**config.mk**
```make
export PLATFORM = sky130hd
export DESIGN_NAME = vtu_div_bit
export DESIGN_NICKNAME = d
export VERILOG_FILES = /design/src/rtl/vtu_pkg.sv /design/src/rtl/vtu_div_bit.sv
export SDC_FILE = /design/constraint.sdc
export NUM_CORES = 1
export LEC_CHECK = 0
export BUFFER_PORTS_ARGS = -buffer_cell sky130_fd_sc_hd__buf_2
export CAP_MARGIN = 20
export CORE_AREA = 5 5 124 126
export DETAILED_ROUTE_END_ITERATION = 10
export DIE_AREA = 0 0 129 131
export PLACE_DENSITY = 0.77
export SYNTH_ARGS = -nofsm -noshare
export SYNTH_HDL_FRONTEND = slang
export SYNTH_SLANG_ARGS = --single-unit
```
**constraint.sdc**
```tcl
create_clock -name vclk -period 7.62
set_input_delay 0.381 -clock vclk [all_inputs]
set_output_delay 0.381 -clock vclk [all_outputs]
set_load 0.005 [all_outputs]
```
**src/rtl/vtu_pkg.sv**
```systemverilog
// Shared widths, codes and pipeline types of the vertex transform unit.
package vtu_pkg;

	localparam int QW     = 32;          // quotient bits formed by the divider
	localparam int ACC_W  = 66;          // full-width dot product accumulator
	localparam int MAG_W  = 64;          // magnitude of an accumulator
	localparam int NUM_W  = MAG_W + 16;  // numerator scaled to Q16.16
	localparam int REM_W  = MAG_W + QW;  // divider partial remainder
	localparam int NREG   = 8;
	localparam int ADDR_W = 6;

	localparam logic [1:0] OP_AFFINE = 2'd0;
	localparam logic [1:0] OP_PERSP  = 2'd1;
	localparam logic [1:0] OP_NORMAL = 2'd2;
	localparam logic [1:0] OP_SPARE  = 2'd3;  // unused code, handled as affine

	localparam logic [1:0] ST_OK    = 2'd0;
	localparam logic [1:0] ST_SAT   = 2'd1;
	localparam logic [1:0] ST_WZERO = 2'd2;

	localparam logic [31:0] Q_MAX = 32'h7FFF_FFFF;
	localparam logic [31:0] Q_MIN = 32'h8000_0000;

	// one component of the perspective divide
	typedef struct packed {
		logic [REM_W-1:0] rem;
		logic [QW-1:0]    q;
		logic             neg;
		logic             ovf;
	} dlane_t;

	// payload of the divider stages; non-divide results ride along
	typedef struct packed {
		dlane_t [2:0]      ln;
		logic [MAG_W-1:0]  den;
		logic              use_div;
		logic [2:0][31:0]  rnd;
		logic [1:0]        pst;
	} dstage_t;

endpackage

```
**src/rtl/vtu_div_bit.sv**
```systemverilog
// One restoring divide step: resolves a single quotient bit.
module vtu_div_bit import vtu_pkg::*; #(
	parameter int SHIFT = 0
) (
	input  dlane_t           li,
	input  logic [MAG_W-1:0] den,
	output dlane_t           lo
);
	logic [REM_W-1:0] dsh;
	logic [REM_W-1:0] diff;

	assign dsh  = {{QW{1'b0}}, den} << SHIFT;
	assign diff = li.rem - dsh;

	always_comb begin
		lo = li;
		if (li.rem >= dsh) begin
			lo.rem       = diff;
			lo.q[SHIFT]  = 1'b1;
		end
	end
endmodule

```
==> impl_summary.md <==
Routing
The via count of the routed design is 7682. The number of optimization iterations in the first detailed-route pass is 5. The routed length on met1 is 9.12 mm.

The length of routed met2 wiring is 10.7 mm. After detailed routing, the average wire length per cell comes to 16.2 um. After detailed routing, the number of remaining DRC violations is 0. The antenna violation net count after detailed routing is 0. The number of violations reported at the end of detailed-routing iteration 0 is 392. The uppermost layer routed is met4. Summed over all nets, wire length on met3 after detailed routing comes to 1.80 mm. After detailed routing, the total wire length is 22.1 mm.

The post-detailed-route via-to-cell ratio is 5.65.

Timing
The highest clock frequency the design can meet is 219 MHz. The final hold slack is 762 ps. For the finished layout, the period the worst path requires is 4560 ps. The final cycle utilization of the critical path is 59.8%. Setup repair after global routing left no endpoint under its margin. Setup total negative slack on the finished layout was measured at 0 ps.

The number of slew-limit violations in the final report is 0. Setup violations remaining at the end of the flow were counted as 0. The headroom to the max-slew limit is 47.4%. The hold violation count in the final report came to 0. For the pin with the worst max-slew slack, the measured transition is 782 ps.

Worst setup path
The data arrival time at the worst-slack endpoint is 4180 ps. The kind of start point of the critical path is an input pin. The critical path starts at li[34]. The worst setup path is captured at an output pin. The critical path endpoint is lo[79]. The required time at the worst-slack endpoint is 7240 ps. The setup path with the least slack is of type input pin to output pin. The maximum fanout along the worst path is 70.

Power
The largest voltage drop on the vdd net is 43.6 uV. Net switching is 55.8% of the power. The cell-internal power is 0.270 mW. Combinational logic is responsible for 100.0% of the overall power. The power after layout is 0.609 mW. The static leakage power is 3.50 nW.

The reported net switching power is 0.340 mW. The clock network is responsible for 0% of the overall power. The power density over the cells is 85.2 nW/um^2. The fraction of power consumed by sequential logic is 0%.

Global routing
The initial antenna violation count is 2. The maximum number of pins on one net before global-route repair is 71. The total grt overflow is 0. The via count of the first global-routing pass was 7154. The first global-routing pass estimated 34.4 mm of wire.

Global routing used 24.2% of the available tracks.

Synthesis
Dividing the synthesized area by the synthesized cell count gives 6.11 um^2. The count of cell types in the netlist is 64. The synthesized netlist occupies a cell area of 6030 um^2. The register area share after synthesis is 0%. The number of nets in the synthesized netlist is 1245. The count of mapped cells out of synthesis is 986. The number of warnings issued by yosys is 0.

Layout
The fraction of final layout cells with drive strength greater than 1 is 24.3%. The relative area change from synthesis to final layout is 18.6%. The total number of nets in the final design is 1434. The count of sequential standard cells is 0. In the final layout, flip-flops and latches occupy 0 um^2.

Summing all multi-input logic gate instances after layout gives 5290 um^2. The number of filler instances in the final layout is 1555. The clock buffers instantiated in the layout total 0.

Floorplanning
The I/O pin total is 324. The floorplan step defined a die boundary enclosing 16900 um^2. The row count is 44. For this configuration, the core starts out at a cell density of 42.4%. The overall die width is 129 um. The y dimension of the die is 131 um. The total core area is 14200 um^2.

Placement
At the end of routability-driven placement, the weighted congestion stood at 0.917. The post-DP HPWL is 19.5 mm. The number of port buffers is 258.

Job
The max capacitance violation total is 0.

Clock tree
The number of hold buffers added after CTS is 0. Once the clock tree was built, the setup fixing pass inserted 0 buffers. The number of gates resized after CTS was 0.

Worst hold path
The source of the worst hold timing path is li[11]. The tightest min-delay check is of the input pin to output pin type.

Run status
The flow ran to the end, and the final reports show no timing, DRC or antenna violations.
[placed cells by master, fill, tap and decap left out, types with 3 or more instances in the layout]
cell | synthesis | routed
sky130_fd_sc_hd__nand3b_1 | 3 | 3
sky130_fd_sc_hd__and3_1 | 8 | 8
sky130_fd_sc_hd__nor4_1 | 12 | 12
sky130_fd_sc_hd__nor2b_1 | 8 | 8
sky130_fd_sc_hd__and2_1 | 3 | 3
sky130_fd_sc_hd__or3_1 | 7 | 7
sky130_fd_sc_hd__o21ai_0 | 51 | 51
sky130_fd_sc_hd__nor2_1 | 113 | 113
sky130_fd_sc_hd__nand4b_1 | 3 | 3
sky130_fd_sc_hd__o21bai_1 | 18 | 18
sky130_fd_sc_hd__diode_2 | 0 | 3
sky130_fd_sc_hd__inv_1 | 85 | 85
sky130_fd_sc_hd__ha_1 | 64 | 64
sky130_fd_sc_hd__o211ai_1 | 11 | 11
sky130_fd_sc_hd__buf_2 | 12 | 258
sky130_fd_sc_hd__nor3_1 | 29 | 29
sky130_fd_sc_hd__or2_2 | 5 | 5
sky130_fd_sc_hd__a211oi_1 | 6 | 6
sky130_fd_sc_hd__nand2b_1 | 6 | 6
sky130_fd_sc_hd__o21a_1 | 11 | 11
sky130_fd_sc_hd__o2111ai_1 | 3 | 3
sky130_fd_sc_hd__xor2_1 | 36 | 36
sky130_fd_sc_hd__or4_1 | 5 | 5
sky130_fd_sc_hd__a21oi_1 | 156 | 156
sky130_fd_sc_hd__o31ai_1 | 4 | 4
sky130_fd_sc_hd__a21boi_0 | 3 | 3
sky130_fd_sc_hd__xnor2_1 | 57 | 57
sky130_fd_sc_hd__nand2_1 | 88 | 88
sky130_fd_sc_hd__a31oi_1 | 8 | 8
sky130_fd_sc_hd__nand3_1 | 13 | 13
sky130_fd_sc_hd__mux2_2 | 8 | 8
sky130_fd_sc_hd__a21o_1 | 21 | 21
sky130_fd_sc_hd__nand4_1 | 33 | 33
[Yosys cell counts, drive strengths merged (13+ instances only)]
| cell type | instances | share of area (%) |
|---|---|---|
| a21o | 21 | 2.6 |
| a21oi | 157 | 13 |
| buf | 46 | 5.3 |
| clkbuf | 27 | 1.7 |
| ha | 64 | 13 |
| inv | 85 | 5.3 |
| nand2 | 90 | 5.7 |
| nand3 | 13 | 1.1 |
| nand4 | 34 | 3.6 |
| nor2 | 113 | 7.0 |
| nor3 | 29 | 2.4 |
| nor4 | 13 | 1.5 |
| o21ai | 53 | 4.4 |
| o21bai | 18 | 2.2 |
| xnor2 | 57 | 8.3 |
| xor2 | 36 | 5.2 |
[worst max-delay path: stages]
cell and delay [ps]:
sky130_fd_sc_hd__buf_2 90, sky130_fd_sc_hd__inv_1 40, sky130_fd_sc_hd__ha_1 210, sky130_fd_sc_hd__fa_1 390
sky130_fd_sc_hd__nand2b_1 180, sky130_fd_sc_hd__a21oi_1 180, sky130_fd_sc_hd__o21ai_1 130, sky130_fd_sc_hd__and2_1 190
sky130_fd_sc_hd__o21a_1 240, sky130_fd_sc_hd__a31o_4 290, sky130_fd_sc_hd__o211ai_4 140, sky130_fd_sc_hd__buf_4 520
sky130_fd_sc_hd__buf_4 620, sky130_fd_sc_hd__mux2_2 400, sky130_fd_sc_hd__buf_2 120
[worst min path at each step]
stage              end  slack, ps  cells after the start
2_1_floorplan  lo[101]        820                      1
3_3_place_gp     lo[0]        760                      0
3_5_place_dp     lo[0]        760                      0
4_1_cts          lo[0]        760                      0
5_1_grt         lo[17]        760                      0
6_report        lo[11]        760                      0
[cell type report]
| type | instances | area share, % |
|---|---|---|
| tap | 184 | 3.22 |
| timing repair buffer | 260 | 18.3 |
| inverter | 85 | 4.46 |
| multi-input combinational | 828 | 73.9 |
| antenna | 3 | 0.105 |
[through the flow]
stage	instances	worst slack [ps]	utilization [%]	instance area, um^2
after floorplan	986	4290	-	6030
after global placement	1357	3140	50.3	7140
after detailed placement	1357	3070	50.3	7140
after CTS	1357	3060	50.3	7140
after global routing	1359	2720	50.3	7150
final	1360	3060	50.3	7150
[logic make-up after synthesis]
| group | after synthesis | share of synthesized area (%) |
|---|---|---|
| adders and majority gates | 65 | 13.6 |
| buffers and inverters | 158 | 12.3 |
| and+or+nand+nor | 346 | 27.4 |
| xor gates and xnor gates | 93 | 13.5 |
| muxes | 8 | 1.49 |
| AOI/OAI and AO/OA | 316 | 31.7 |
[layer usage]
layer,GRT usage [%],vias to the layer above
li1,-,3850
met1,29.3,3484
met2,45.3,309
met3,3.33,39
met4,5.31,0
met5,0,-
[power by group through the flow]
stage	logic (mW)	registers (mW)	clock network, mW
floorplan	0.393	0	0
global placement	0.603	0	0
detailed placement	0.604	0	0
CTS	0.608	0	0
global route	0.676	0	0.0000000351
finish	0.609	0	0.0000000528
Note: power is estimated with default switching activity, not from simulation.
